<file path="src/rtl/core/nrc_pkg.sv">
package nrc_pkg;

  localparam int unsigned NumChannels = 8;
  localparam int unsigned ChW = 3;
  localparam int unsigned MaxNodes = 256;
  localparam int unsigned QueueDepth = 2;

  // Flit type codes
  localparam logic [1:0] FLIT_HEAD = 2'd0;
  localparam logic [1:0] FLIT_BODY = 2'd1;
  localparam logic [1:0] FLIT_TAIL = 2'd2;

  // Routing modes
  localparam logic [2:0] MODE_RING   = 3'd0;
  localparam logic [2:0] MODE_TWO    = 3'd1;
  localparam logic [2:0] MODE_MESH   = 3'd2;
  localparam logic [2:0] MODE_HETERO = 3'd3;
  localparam logic [2:0] MODE_TORUS  = 3'd4;

  // Register indexes
  localparam logic [2:0] REG_MODE  = 3'd0;
  localparam logic [2:0] REG_OWN   = 3'd1;
  localparam logic [2:0] REG_NODES = 3'd2;
  localparam logic [2:0] REG_GRID  = 3'd3;
  localparam logic [2:0] REG_SPF   = 3'd4;
  localparam logic [2:0] REG_SPL   = 3'd5;

  // Fault codes
  localparam logic [1:0] FAULT_OK      = 2'd0;
  localparam logic [1:0] FAULT_NOROUTE = 2'd1;
  localparam logic [1:0] FAULT_BADTYPE = 2'd2;

  // Ports
  localparam logic [2:0] PORT_LOCAL = 3'd0;
  localparam logic [2:0] PORT_WEST  = 3'd1;
  localparam logic [2:0] PORT_EAST  = 3'd2;
  localparam logic [2:0] PORT_NORTH = 3'd3;
  localparam logic [2:0] PORT_SOUTH = 3'd4;

  typedef struct packed {
    logic [2:0] channel;
    logic [1:0] flit_type;
    logic [7:0] dest_node;
    logic [2:0] msg_class;
  } in_item_t;

  typedef struct packed {
    logic [2:0] egress_port;
    logic [1:0] out_vc;
    logic       route_held;
    logic [1:0] fault;
    logic       all_idle;
  } out_item_t;

  typedef struct packed {
    logic [2:0] routing_mode;
    logic [7:0] own_node;
    logic [8:0] node_count;
    logic [4:0] grid_width;
    logic [3:0] spine_col_first;
    logic [3:0] spine_col_last;
  } cfg_t;

  // Classified item handed from front to back
  typedef struct packed {
    in_item_t item;
    logic     is_head;
  } job_t;

endpackage

</file>
<file path="src/rtl/core/nrc_front.sv">
// Front: accepts flits, queues them for the route engine.
module nrc_front (
  input  logic           clk_i,
  input  logic           rst_ni,
  input  logic           in_valid,
  output logic           in_ready,
  input  nrc_pkg::in_item_t in_data_i,
  output logic           job_valid_o,
  input  logic           job_ready_i,
  output nrc_pkg::job_t  job_o
);
  import nrc_pkg::*;

  job_t       fifo_q [QueueDepth];
  logic       wr_ptr_q, rd_ptr_q;
  logic [1:0] cnt_q;
  logic       push, pop;

  assign in_ready    = (cnt_q != 2'(QueueDepth));
  assign push        = in_valid && in_ready;
  assign job_valid_o = (cnt_q != 2'd0);
  assign pop         = job_valid_o && job_ready_i;
  assign job_o       = fifo_q[rd_ptr_q];

  // Payload storage
  always_ff @(posedge clk_i) begin
    if (push) begin
      fifo_q[wr_ptr_q].item    <= in_data_i;
      fifo_q[wr_ptr_q].is_head <= (in_data_i.flit_type == FLIT_HEAD);
    end
  end

  // Pointers and fill count
  always_ff @(posedge clk_i or negedge rst_ni) begin
    if (!rst_ni) begin
      wr_ptr_q <= 1'b0;
      rd_ptr_q <= 1'b0;
      cnt_q    <= 2'd0;
    end else begin
      if (push) wr_ptr_q <= ~wr_ptr_q;
      if (pop)  rd_ptr_q <= ~rd_ptr_q;
      cnt_q <= cnt_q + 2'(push) - 2'(pop);
    end
  end
endmodule

</file>
<file path="src/rtl/core/nrc_divider.sv">
// Iterative restoring divider: 8-bit dividend by 9-bit divisor, one bit a cycle.
module nrc_divider (
  input  logic       clk_i,
  input  logic       rst_ni,
  input  logic       start_i,
  input  logic [7:0] dividend_i,
  input  logic [8:0] divisor_i,
  output logic       done_o,
  output logic [7:0] quot_o,
  output logic [7:0] rem_o
);
  logic [7:0] quot_q;
  logic [7:0] rem_q;
  logic [8:0] div_q;
  logic [3:0] cnt_q;
  logic       busy_q;
  logic [8:0] trial;

  assign trial  = {rem_q, quot_q[7]};
  assign done_o = busy_q && (cnt_q == 4'd0);
  assign quot_o = quot_q;
  assign rem_o  = rem_q;

  always_ff @(posedge clk_i or negedge rst_ni) begin
    if (!rst_ni) begin
      busy_q <= 1'b0;
      cnt_q  <= 4'd0;
    end else if (start_i) begin
      busy_q <= 1'b1;
      cnt_q  <= 4'd8;
    end else if (busy_q) begin
      if (cnt_q == 4'd0) busy_q <= 1'b0;
      else cnt_q <= cnt_q - 4'd1;
    end
  end

  // Shift-subtract step; remainder stays below the divisor (at most 256)
  always_ff @(posedge clk_i) begin
    if (start_i) begin
      quot_q <= dividend_i;
      rem_q  <= 8'd0;
      div_q  <= divisor_i;
    end else if (busy_q && cnt_q != 4'd0) begin
      if (trial >= div_q) begin
        rem_q  <= 8'(trial - div_q);
        quot_q <= {quot_q[6:0], 1'b1};
      end else begin
        rem_q  <= trial[7:0];
        quot_q <= {quot_q[6:0], 1'b0};
      end
    end
  end
endmodule

</file>
<file path="src/rtl/core/nrc_back.sv">
// Back: computes routes, holds per-channel route table, drives the result register.
module nrc_back (
  input  logic              clk_i,
  input  logic              rst_ni,
  input  nrc_pkg::cfg_t     cfg_i,
  input  logic              job_valid_i,
  output logic              job_ready_o,
  input  nrc_pkg::job_t     job_i,
  output logic              out_valid,
  input  logic              out_ready,
  output nrc_pkg::out_item_t out_data_o
);
  import nrc_pkg::*;

  typedef enum logic [6:0] {
    ST_IDLE  = 7'b0000001,
    ST_DIVM  = 7'b0000010,
    ST_DIVD  = 7'b0000100,
    ST_DIVMY = 7'b0001000,
    ST_DIVDY = 7'b0010000,
    ST_ROUTE = 7'b0100000,
    ST_OUT   = 7'b1000000
  } state_e;

  state_e state_q, state_d;
  logic [NumChannels-1:0] valid_q;
  logic [2:0] port_mem_q [NumChannels];
  logic [1:0] vc_mem_q   [NumChannels];
  in_item_t   item_q;
  out_item_t  res_q;
  logic       res_valid_q;

  // column/row of own and destination node; in ring mode the remainders
  // hold both ids reduced modulo the ring size
  logic [7:0] mx_q, my_q, dx_q, dy_q;
  // rows reduced modulo the grid width (torus wrap)
  logic [7:0] myr_q, dyr_q;

  logic       div_start, div_done;
  logic [7:0] div_a, div_quot;
  logic [7:0] div_rem;
  logic [8:0] div_b;
  logic [4:0] g;
  logic [8:0] n;

  assign g = (cfg_i.grid_width == 5'd0) ? 5'd1 : cfg_i.grid_width;
  assign n = (cfg_i.node_count == 9'd0) ? 9'd1 :
             (cfg_i.node_count > 9'(MaxNodes)) ? 9'(MaxNodes) : cfg_i.node_count;

  // Dividend for each division step of a head
  assign div_a = (state_q == ST_DIVM)  ? item_q.dest_node :
                 (state_q == ST_DIVD)  ? my_q :
                 (state_q == ST_DIVMY) ? dy_q : cfg_i.own_node;
  assign div_b = (cfg_i.routing_mode == MODE_RING) ? n : {4'd0, g};

  nrc_divider u_div (
    .clk_i,
    .rst_ni,
    .start_i   (div_start),
    .dividend_i(div_a),
    .divisor_i (div_b),
    .done_o    (div_done),
    .quot_o    (div_quot),
    .rem_o     (div_rem)
  );

  // Shorter-way rule along one dimension
  function automatic logic go_minus(input logic [8:0] me, input logic [8:0] dst,
                                    input logic [8:0] sz);
    logic [8:0] half;
    half = sz >> 1;
    if (dst > me) go_minus = (dst - me) > half;
    else          go_minus = !((me - dst) > half);
  endfunction

  // (sz - x mod sz) mod sz, with x already below sz where used
  function automatic logic [8:0] mirror(input logic [8:0] x, input logic [8:0] sz);
    logic [8:0] r;
    r = (x >= sz) ? x - sz : x;
    mirror = (r == 9'd0) ? 9'd0 : sz - r;
  endfunction

  // Route computation from registered coordinates
  logic [2:0] h_port;
  logic [1:0] h_vc;
  always_comb begin
    logic [8:0] me, d, a, b, gg;
    logic       cls0, resp, mn;
    logic [7:0] own, dst;
    own  = cfg_i.own_node;
    dst  = item_q.dest_node;
    cls0 = (item_q.msg_class == 3'd0);
    resp = (item_q.msg_class == 3'd1);
    gg   = {4'd0, g};
    h_port = PORT_LOCAL;
    h_vc   = 2'd0;
    me = 9'd0; d = 9'd0; a = 9'd0; b = 9'd0; mn = 1'b0;
    case (cfg_i.routing_mode)
      MODE_RING: begin
        me = {1'b0, own};
        d  = {1'b0, dst};
        if (own == dst) begin
          h_vc = cls0 ? 2'd0 : 2'd1;
        end else begin
          mn = go_minus(me, d, n);
          h_port = mn ? PORT_WEST : PORT_EAST;
          if (mn) begin
            a = mirror({1'b0, dx_q}, n);
            b = mirror({1'b0, mx_q}, n);
          end else begin
            a = d;
            b = me;
          end
          h_vc = (a > b) ? (cls0 ? 2'd2 : 2'd3) : (cls0 ? 2'd0 : 2'd1);
        end
      end
      MODE_TWO: begin
        if ((own == 8'd0 && dst == 8'd1) || (own == 8'd1 && dst == 8'd0))
          h_port = PORT_WEST;
        h_vc = cls0 ? 2'd0 : 2'd1;
      end
      MODE_MESH, MODE_HETERO: begin
        if (mx_q == dx_q && my_q == dy_q) begin
          h_port = PORT_LOCAL;
        end else if (cfg_i.routing_mode == MODE_HETERO) begin
          if (mx_q < {4'd0, cfg_i.spine_col_first} || mx_q > {4'd0, cfg_i.spine_col_last}
              || my_q == dy_q)
            h_port = (dx_q < mx_q) ? PORT_WEST : PORT_EAST;
          else
            h_port = (dy_q < my_q) ? PORT_NORTH : PORT_SOUTH;
        end else if (mx_q == dx_q) begin
          h_port = (dy_q < my_q) ? PORT_NORTH : PORT_SOUTH;
        end else begin
          h_port = (dx_q < mx_q) ? PORT_WEST : PORT_EAST;
        end
      end
      MODE_TORUS: begin
        if (mx_q == dx_q && my_q == dy_q) begin
          h_vc = resp ? 2'd1 : 2'd0;
        end else begin
          if (mx_q == dx_q) begin
            mn = go_minus({1'b0, my_q}, {1'b0, dy_q}, gg);
            h_port = mn ? PORT_NORTH : PORT_SOUTH;
            if (mn) begin
              a = mirror({1'b0, dyr_q}, gg);
              b = mirror({1'b0, myr_q}, gg);
            end else begin
              a = {1'b0, dy_q};
              b = {1'b0, my_q};
            end
          end else begin
            mn = go_minus({1'b0, mx_q}, {1'b0, dx_q}, gg);
            h_port = mn ? PORT_WEST : PORT_EAST;
            if (mn) begin
              a = mirror({1'b0, dx_q}, gg);
              b = mirror({1'b0, mx_q}, gg);
            end else begin
              a = {1'b0, dx_q};
              b = {1'b0, mx_q};
            end
          end
          h_vc = (a > b) ? (resp ? 2'd3 : 2'd2) : (resp ? 2'd1 : 2'd0);
        end
      end
      default: begin
        h_port = PORT_LOCAL;
        h_vc   = 2'd0;
      end
    endcase
  end

  logic need_div, is_torus;
  assign is_torus = (cfg_i.routing_mode == MODE_TORUS);
  assign need_div = (cfg_i.routing_mode == MODE_RING) || (cfg_i.routing_mode == MODE_MESH)
                 || (cfg_i.routing_mode == MODE_HETERO) || is_torus;

  assign job_ready_o = (state_q == ST_IDLE) && !res_valid_q;
  assign div_start   = ((state_q == ST_IDLE) && job_valid_i && job_ready_o &&
                        job_i.is_head && need_div) ||
                       ((state_q == ST_DIVM) && div_done) ||
                       ((state_q == ST_DIVD) && div_done && is_torus) ||
                       ((state_q == ST_DIVMY) && div_done);
  assign out_valid   = res_valid_q;
  assign out_data_o  = res_q;

  // Sequencer
  always_comb begin
    state_d = state_q;
    unique case (state_q)
      ST_IDLE: if (job_valid_i && job_ready_o)
                 state_d = (job_i.is_head && need_div) ? ST_DIVM : ST_ROUTE;
      ST_DIVM: if (div_done) state_d = ST_DIVD;
      ST_DIVD: if (div_done) state_d = is_torus ? ST_DIVMY : ST_ROUTE;
      ST_DIVMY: if (div_done) state_d = ST_DIVDY;
      ST_DIVDY: if (div_done) state_d = ST_ROUTE;
      ST_ROUTE: state_d = ST_OUT;
      ST_OUT:  state_d = ST_IDLE;
      default: state_d = ST_IDLE;
    endcase
  end

  // Result for the current item
  out_item_t  res;
  logic [NumChannels-1:0] valid_n;
  logic       ch_ok, cur_valid;
  always_comb begin
    ch_ok     = (32'(item_q.channel) < NumChannels);
    cur_valid = ch_ok && valid_q[item_q.channel[ChW-1:0]];
    valid_n   = valid_q;
    res       = '0;
    if (!ch_ok) begin
      res.fault = FAULT_BADTYPE;
    end else begin
      case (item_q.flit_type)
        FLIT_HEAD: begin
          res.egress_port = h_port;
          res.out_vc      = h_vc;
          res.route_held  = 1'b1;
          valid_n[item_q.channel[ChW-1:0]] = 1'b1;
        end
        FLIT_BODY, FLIT_TAIL: begin
          if (cur_valid) begin
            res.egress_port = port_mem_q[item_q.channel[ChW-1:0]];
            res.out_vc      = vc_mem_q[item_q.channel[ChW-1:0]];
          end else begin
            res.fault = FAULT_NOROUTE;
          end
          if (item_q.flit_type == FLIT_TAIL) valid_n[item_q.channel[ChW-1:0]] = 1'b0;
          res.route_held = valid_n[item_q.channel[ChW-1:0]];
        end
        default: begin
          res.fault      = FAULT_BADTYPE;
          res.route_held = cur_valid;
        end
      endcase
    end
    res.all_idle = (valid_n == '0);
  end

  always_ff @(posedge clk_i or negedge rst_ni) begin
    if (!rst_ni) begin
      state_q     <= ST_IDLE;
      valid_q     <= '0;
      res_valid_q <= 1'b0;
    end else begin
      state_q <= state_d;
      if (state_q == ST_ROUTE) begin
        valid_q     <= valid_n;
        res_valid_q <= 1'b1;
      end else if (out_valid && out_ready) begin
        res_valid_q <= 1'b0;
      end
    end
  end

  // Payload registers
  always_ff @(posedge clk_i) begin
    if (state_q == ST_IDLE && job_valid_i && job_ready_o) item_q <= job_i.item;
    if (state_q == ST_DIVM && div_done) begin
      mx_q <= div_rem;
      my_q <= div_quot;
    end
    if (state_q == ST_DIVD && div_done) begin
      dx_q <= div_rem;
      dy_q <= div_quot;
    end
    if (state_q == ST_DIVMY && div_done) myr_q <= div_rem;
    if (state_q == ST_DIVDY && div_done) dyr_q <= div_rem;
    if (state_q == ST_ROUTE) begin
      res_q <= res;
      if (ch_ok && item_q.flit_type == FLIT_HEAD) begin
        port_mem_q[item_q.channel[ChW-1:0]] <= h_port;
        vc_mem_q[item_q.channel[ChW-1:0]]   <= h_vc;
      end
    end
  end
endmodule

</file>
<file path="src/rtl/core/noc_route_compute.sv">
// Route computation for a network-on-chip router.
// Input channel (in_valid/in_ready, in_data_i): one flit per item carrying
// channel, flit type, destination and message class.
// Output channel (out_valid/out_ready, out_data_o): one result per flit with
// port, virtual channel, route-held flag, fault code and all-idle flag.
// Config channel (cfg_valid/cfg_ready, cfg_index_i, cfg_data_i): writes the
// routing registers; write only while no flit is in flight.
// Body, tail, bad and two-node head flits go from IDLE through ROUTE;
// ring, mesh and heterogeneous heads first pass DIVM and DIVD, and
// torus heads also DIVMY and DIVDY. A shared bit-serial divider splits
// own and destination ids into column and row, or reduces them modulo the
// ring size; torus adds two divisions to reduce rows modulo the grid width.
// One item is in the engine at a time: the next is taken only once the
// result has left and the engine is back in IDLE.
// A two-entry queue decouples intake from the route engine, so flits keep
// being accepted while a result waits, until the queue is full.
// Reset clears all route valid bits and restores register defaults.
// A stalled receiver holds the result register and the engine stops.
module noc_route_compute (
  input  logic                clk_i,
  input  logic                rst_ni,
  input  logic                in_valid,
  output logic                in_ready,
  input  nrc_pkg::in_item_t   in_data_i,
  output logic                out_valid,
  input  logic                out_ready,
  output nrc_pkg::out_item_t  out_data_o,
  input  logic                cfg_valid,
  output logic                cfg_ready,
  input  logic [2:0]          cfg_index_i,
  input  logic [8:0]          cfg_data_i
);
  import nrc_pkg::*;

  cfg_t  cfg_q;
  job_t  job;
  logic  job_valid, job_ready;

  assign cfg_ready = 1'b1;

  // Configuration registers
  always_ff @(posedge clk_i or negedge rst_ni) begin
    if (!rst_ni) begin
      cfg_q.routing_mode    <= MODE_RING;
      cfg_q.own_node        <= 8'd0;
      cfg_q.node_count      <= 9'd16;
      cfg_q.grid_width      <= 5'd4;
      cfg_q.spine_col_first <= 4'd3;
      cfg_q.spine_col_last  <= 4'd4;
    end else if (cfg_valid) begin
      case (cfg_index_i)
        REG_MODE:  cfg_q.routing_mode    <= cfg_data_i[2:0];
        REG_OWN:   cfg_q.own_node        <= cfg_data_i[7:0];
        REG_NODES: cfg_q.node_count      <= cfg_data_i;
        REG_GRID:  cfg_q.grid_width      <= cfg_data_i[4:0];
        REG_SPF:   cfg_q.spine_col_first <= cfg_data_i[3:0];
        REG_SPL:   cfg_q.spine_col_last  <= cfg_data_i[3:0];
        default: ;
      endcase
    end
  end

  nrc_front u_front (
    .clk_i,
    .rst_ni,
    .in_valid,
    .in_ready,
    .in_data_i,
    .job_valid_o(job_valid),
    .job_ready_i(job_ready),
    .job_o      (job)
  );

  nrc_back u_back (
    .clk_i,
    .rst_ni,
    .cfg_i      (cfg_q),
    .job_valid_i(job_valid),
    .job_ready_o(job_ready),
    .job_i      (job),
    .out_valid,
    .out_ready,
    .out_data_o
  );
endmodule

</file>
<file path="config.mk">
export PLATFORM = sky130hd
export DESIGN_NAME = noc_route_compute
export DESIGN_NICKNAME = d
export VERILOG_FILES = /design/src/rtl/core/nrc_pkg.sv /design/src/rtl/core/nrc_front.sv /design/src/rtl/core/nrc_divider.sv /design/src/rtl/core/nrc_back.sv /design/src/rtl/core/noc_route_compute.sv
export SDC_FILE = /design/constraint.sdc
export NUM_CORES = 1
export LEC_CHECK = 0
export ABC_CLOCK_PERIOD_IN_PS = 7300
export BUFFER_PORTS_ARGS = -buffer_cell sky130_fd_sc_hd__buf_2
export CORE_ASPECT_RATIO = 0.9
export CORE_MARGIN = 5
export CORE_UTILIZATION = 40
export CTS_CLUSTER_DIAMETER = 120
export CTS_CLUSTER_SIZE = 30
export DETAILED_ROUTE_END_ITERATION = 10
export GPL_TIMING_DRIVEN = 0
export SLEW_MARGIN = 40
export SYNTH_ARGS = -nofsm -noshare
export SYNTH_HDL_FRONTEND = slang
export SYNTH_HIERARCHICAL = 1
export SYNTH_SLANG_ARGS = --single-unit
</file>
<file path="constraint.sdc">
create_clock -name clk_i -period 7.3 [get_ports clk_i]
set_input_delay 0.73 -clock clk_i [delete_from_list [all_inputs] [get_ports clk_i]]
set_output_delay 0.73 -clock clk_i [all_outputs]
set_load 0.1 [all_outputs]
</file>
==> results.toml, run 1 <==
[outcome]
status = "finished, final reports clean"

[layout]
drive_above_1_share_pct = 11.0
antennaDiodeCount = 0
utilization_pct = 43.8
area_delta_synth_final_pct = 8.70
nets = 2260

[placement]
hpwl_um = 43000
gp_congestion = 0.984
dp_slack_ns = -0.351
portBuffers = 43

[synthesis]
syn_area_mm2 = 0.0187
synth_edf_count = 164
synth.top_cells.by_area = "edfxtp_1, ha_1, dfrtp_1"
syn-instance-count = 1962
yosysMostFrequentCell = "ha_1"
synth.distinct_cells = 100
syn_area_per_cell_um2 = 9.54
async_reset_ff_share_pct = 24.9
synth_top_area_share_pct = 26.3
ys_warn_count = 6
synthFlopType = "edfxtp_1"
seq_area_frac_synth_pct = 35.3
syn_nets = 2194
yosysTopAreaCell = "edfxtp_1"
ys_ff_latch = 233
synth.cells.most_frequent = "ha_1, edfxtp_1, nand2_1"

[sta]
final_hold_viol_count = 0
setup-violations-final = 0
timing.final.ws_setup_ns = 0.392
rsz0062_at_grt = "false"
slew_headroom_pct = 45.4
tightest_slew_ns = 0.815
slew_violations = 0
fmax_mhz = 145
hold_slack_ns = 0.0667
skew_ns = 0.0498
period_needed_ns = 6.91
finalCritPeriodShare_pct = 94.6

[detailed_routing]
drc = 0
drt-pass1-iter-count = 6
avgRoutedWirePerCell_um = 21.2
drtAntennaViolNets = 0
totalWireLength_um = 56100
num_vias = 15600
via_per_inst = 5.88
drt-initial-drc-count = 1366

[job]
maxCapViolCount = 0

[clocking]
cts_hold_buf = 0
htreeDepth = 1
numCtsBuffers = 13
cts_buffer_depth = 3
clk_latency_ns = 0.54
path_clk_slew_ns = 0.11
cts_tree = "built"
cts.sinks = 233
clock-root-buffer = "clkbuf_16"

[worst_setup_path]
crit_fanout = 11
cp-startpoint = "cfg_q[10]"
endpoint_kind = "flip-flop"
critPathRequiredTime_ns = 7.54
crit_arrival_ns = 7.15
path_class = "reg -> reg"
r2r_start = "cfg_q[10]"
worst_path_max_delay_cell = "dfstp_2"
cpPeakStageDelay_ns = 0.80
worstSetupStartpointType = "flip-flop"

[floorplanning]
core_area_mm2 = 0.0465
die_y_um = 215
io_pins = 45
placementRows = 75
die_x_um = 238
dieArea_mm2 = 0.0512
start_util_pct = 40.3

[global_route]
grt_max_degree = 38
grt_pass1_wl_um = 86400
grt_pass1_vias = 14900
antenna_found_initial = 0
track_usage_pct = 21.2
grt.overflow.total = 0

[pwr]
p_seq_share_pct = 29.0
internal_power_uw = 3990
clkPwrFrac_pct = 11.5
peakVddDrop_uv = 285
p_per_area_mw_per_mm2 = 366
p_leak_uw = 0.00814
power.switching_uw = 3450
p_comb_share_pct = 59.5
sw_frac_of_total_pct = 46.4

[min_path]
min_path_type = "in -> async"
[flip-flops by register name, summed over array words and instances (netlist names), 2 cells and up, named ones only]
signal               flops
cfg_q                   33
u_back/dx_q              8
u_back/dy_q              8
u_back/dyr_q             8
u_back/item_q           16
u_back/mx_q              8
u_back/my_q              8
u_back/myr_q             8
u_back/out_data_o        9
u_back/port_mem_q       24
u_back/state_q           7
u_back/u_div/cnt_q       4
u_back/u_div/div_q       9
u_back/u_div/quot_o      8
u_back/u_div/rem_o       8
u_back/valid_q           8
u_back/vc_mem_q         16
u_front/cnt_q            2
u_front/fifo_q          34
[cells by family after synthesis]
family                   Yosys count  share of synthesized area (%)
buffers and inverters            218                           4.73
flip-flops                       233                           35.3
adder cells (fa/ha/maj)          202                           14.2
multiplexers                     111                           7.05
AO/OA/AOI/OAI                    503                           17.9
AND/OR/NAND/NOR                  592                           16.0
XOR/XNOR                         102                           4.77
other                              1                         0.0200
[power groups by stage]
stage	registers (µW)	clock network, µW	logic [µW]
final	2160	855	4430
after CTS	2150	877	4330
after global routing	2180	929	4900
after floorplan	2080	0	3230
after global placement	2160	0	4200
after detailed placement	2170	0	4300
[repair_timing]
| item | 4_1_cts | 5_1_grt |
|---|---|---|
| gates resized for setup | 2 | 16 |
| buffers inserted | 0 | 8 |
| hold endpoints to repair | 0 | 0 |
| endpoints found under the setup margin | 9 | 9 |
| pin swaps | 0 | 1 |
[stage by stage]
| stage | instances | TNS, ns | power, µW | instance area (µm²) |
|---|---|---|---|---|
| CTS | 2643 | 0 | 7360 | 20200 |
| global placement | 2621 | -6.99 | 6370 | 19700 |
| finish | 2651 | 0 | 7440 | 20300 |
| global route | 2651 | 0 | 8010 | 20300 |
| detailed placement | 2622 | -3.06 | 6480 | 19800 |
| floorplan | 1962 | 0 | 5310 | 18700 |
[path summary, 6_finish.rpt]
| kind | endpoint | slack, ns | depth (start not counted) |
|---|---|---|---|
| max in group asynchronous | cfg_q[4] | 6.63 | 2 |
| hold reg to reg | u_back/my_q[0] | 0.49 | 0 |
| hold / removal | u_back/out_valid | 0.07 | 1 |
| min in group clk_i | u_back/out_valid | 0.36 | 2 |
| setup / recovery | u_back/vc_mem_q[0][1] | 0.39 | 27 |
| setup reg to reg | u_back/vc_mem_q[0][1] | 0.39 | 27 |
[per-layer routing]
layer	global-route usage, %	share of wire (%)
met1	31.2	46
met2	33.3	45
met3	2.78	6.9
met4	5.22	2.4
met5	0	0
[layout by cell type, fill, tap and decap left out, types with 19 or more instances in the layout]
master	instances
inv_1	135
clkbuf_1	56
xnor2_1	56
a21oi_1	123
xor2_1	46
mux2i_1	36
edfxtp_1	164
nand3_1	33
fa_1	19
nand4_1	25
a21o_1	34
mux2_2	63
nor2b_1	36
nor3_1	38
o21a_1	30
o21ai_0	95
nand2b_1	34
dfrtp_1	52
ha_1	180
buf_2	48
nand2_1	156
a31oi_1	22
nor2_1	150
[area by class of cell]
class	count	area (µm²)
clock buffers	17	340
fillers	4429	26100
flip-flops and latches	233	6600
clock inverters	5	91.3
repair buffers	52	298
well taps	616	771
plain buffers	77	363
multi-input cells	1511	11300
inverters	140	537
[critical path, delay by kind of cell, from the launching register on]
| kind | cells | cell delay (ns) |
|---|---|---|
| mux | 1 | 0.32 |
| compound gates | 10 | 2.45 |
| fa+ha+maj | 3 | 0.98 |
| simple gates | 9 | 1.28 |
| flops | 1 | 0.80 |
| xor+xnor | 1 | 0.12 |
| buf+inv | 3 | 0.64 |
No activity file was read; power rests on OpenSTA's default activity.
==> run 2: changes to the inputs <==
--- a/config.mk
+++ b/config.mk
@@ -5,7 +5,7 @@
 export SDC_FILE = /design/constraint.sdc
 export NUM_CORES = 1
 export LEC_CHECK = 0
-export ABC_CLOCK_PERIOD_IN_PS = 7300
+export ABC_CLOCK_PERIOD_IN_PS = 7400
 export BUFFER_PORTS_ARGS = -buffer_cell sky130_fd_sc_hd__buf_2
 export CORE_ASPECT_RATIO = 0.9
 export CORE_MARGIN = 5
==> constraint.sdc (replaced) <==
create_clock -name clk_i -period 7.4 [get_ports clk_i]
set_input_delay 0.74 -clock clk_i [delete_from_list [all_inputs] [get_ports clk_i]]
set_output_delay 0.74 -clock clk_i [all_outputs]
set_load 0.1 [all_outputs]
==> results.toml, run 2 (synthesis gave the netlist of run 1 again) <==
[outcome]
status = "finished, final reports clean"

[clocking]
cts_hold_buf = 0
htreeDepth = 1
clock-root-buffer = "clkbuf_16"
path_clk_slew_ns = 0.12
numCtsBuffers = 13
cts.sinks = 233
cts_buffer_depth = 3
clk_latency_ns = 0.54
cts_tree = "built"

[floorplanning]
dieArea_mm2 = 0.0512
io_pins = 45
core_area_mm2 = 0.0465
start_util_pct = 40.3
placementRows = 75
die_x_um = 238
die_y_um = 215

[detailed_routing]
totalWireLength_um = 56100
avgRoutedWirePerCell_um = 21.2
drt-pass1-iter-count = 5
drt-initial-drc-count = 1314
drc = 0
num_vias = 15500
via_per_inst = 5.87
drtAntennaViolNets = 0

[worst_setup_path]
critPathRequiredTime_ns = 7.64
crit_arrival_ns = 7.25
cpPeakStageDelay_ns = 0.62
path_class = "reg -> reg"
worstSetupStartpointType = "flip-flop"
endpoint_kind = "flip-flop"
crit_fanout = 10
worst_path_max_delay_cell = "edfxtp_1"

[global_route]
track_usage_pct = 21.2
grt.overflow.total = 0
antenna_found_initial = 0
grt_max_degree = 38
grt_pass1_wl_um = 86400
grt_pass1_vias = 14900

[sta]
slew_headroom_pct = 45.2
tightest_slew_ns = 0.819
finalCritPeriodShare_pct = 94.7
skew_ns = 0.0507
final_hold_viol_count = 0
rsz0062_at_grt = "false"
period_needed_ns = 7.00
timing.final.ws_setup_ns = 0.395
slew_violations = 0
setup-violations-final = 0
fmax_mhz = 143

[placement]
dpl_cell_area_mm2 = 0.0198
gp_congestion = 0.984
portBuffers = 43
dp_slack_ns = -0.251
hpwl_um = 43000

[min_path]
min_path_type = "in -> async"

[pwr]
p_per_area_mw_per_mm2 = 361
p_leak_uw = 0.00812
peakVddDrop_uv = 281
power.total_uw = 7330

[layout]
nets = 2258
area_delta_synth_final_pct = 8.59
post-route-cell-area_mm2 = 0.0203
largest_reg_flops = 34
largest_register = "u_front/fifo_q"
mostFrequentLayoutCells = "ha_1, edfxtp_1, nand2_1"
utilization_pct = 43.8
antennaDiodeCount = 0
layout_commonest_cell = "ha_1"
drive_above_1_share_pct = 10.7

[job]
maxCapViolCount = 0
==> run 2: power by group <==
part	internal, µW	leakage [µW]	total, µW	switching [µW]
Sequential	1820	0.00230	2130	307
Combinational	1750	0.00562	4360	2610
Clock	357	0.000205	845	488
==> run 2: worst max-delay path: cells and delay by family, from the launching register on <==
kind,cells,cell delay (ns)
buf+inv,5,1.41
compound gates,13,2.70
flops,1,0.62
simple gates,7,1.31
fa+ha+maj,2,0.63
==> run 2: worst paths after layout <==
kind	depth (start not counted)	slack, ns	end	start
max	27	0.40	u_back/vc_mem_q[5][1]	u_back/mx_q[2]
min	1	0.08	u_back/out_valid	rst_ni
max reg2reg	27	0.40	u_back/vc_mem_q[5][1]	u_back/mx_q[2]
min reg2reg	0	0.50	u_back/my_q[0]	u_back/u_div/quot_o[0]
max in group asynchronous	2	6.72	cfg_q[4]	rst_ni
min in group clk_i	2	0.37	u_back/out_valid	out_ready
==> run 2: stage by stage <==
stage	setup TNS, ns	hold slack [ns]	instances
after global placement	-6.09	0.452	2621
after CTS	0	0.0754	2643
after detailed placement	-2.16	0.458	2622
after global routing	0	0.0833	2649
final	0	0.0762	2649
after floorplan	0	0.441	1962
==> run 2: repair_timing <==
item                                    in CTS  in global routing
gates resized for setup                      2                 11
endpoints found under the setup margin       9                  9
setup buffers                                0                  6
==> run 2: routing by layer <==
layer	vias up	global-route usage, %	part of all wire (%)
li1	7334	-	-
met1	7545	31.2	46
met2	586	33.3	45
met3	80	2.78	7.2
met4	0	5.22	2.5
met5	-	0	0
==> run 2: cell type report <==
class / instances / area, µm²
buffer: 77 / 360
clock buffer: 17 / 340
clock inverter: 5 / 91.3
fill: 4433 / 26100
inverter: 140 / 537
multi-input combinational: 1511 / 11300
sequential: 233 / 6600
tap: 616 / 771
timing repair buffer: 50 / 283
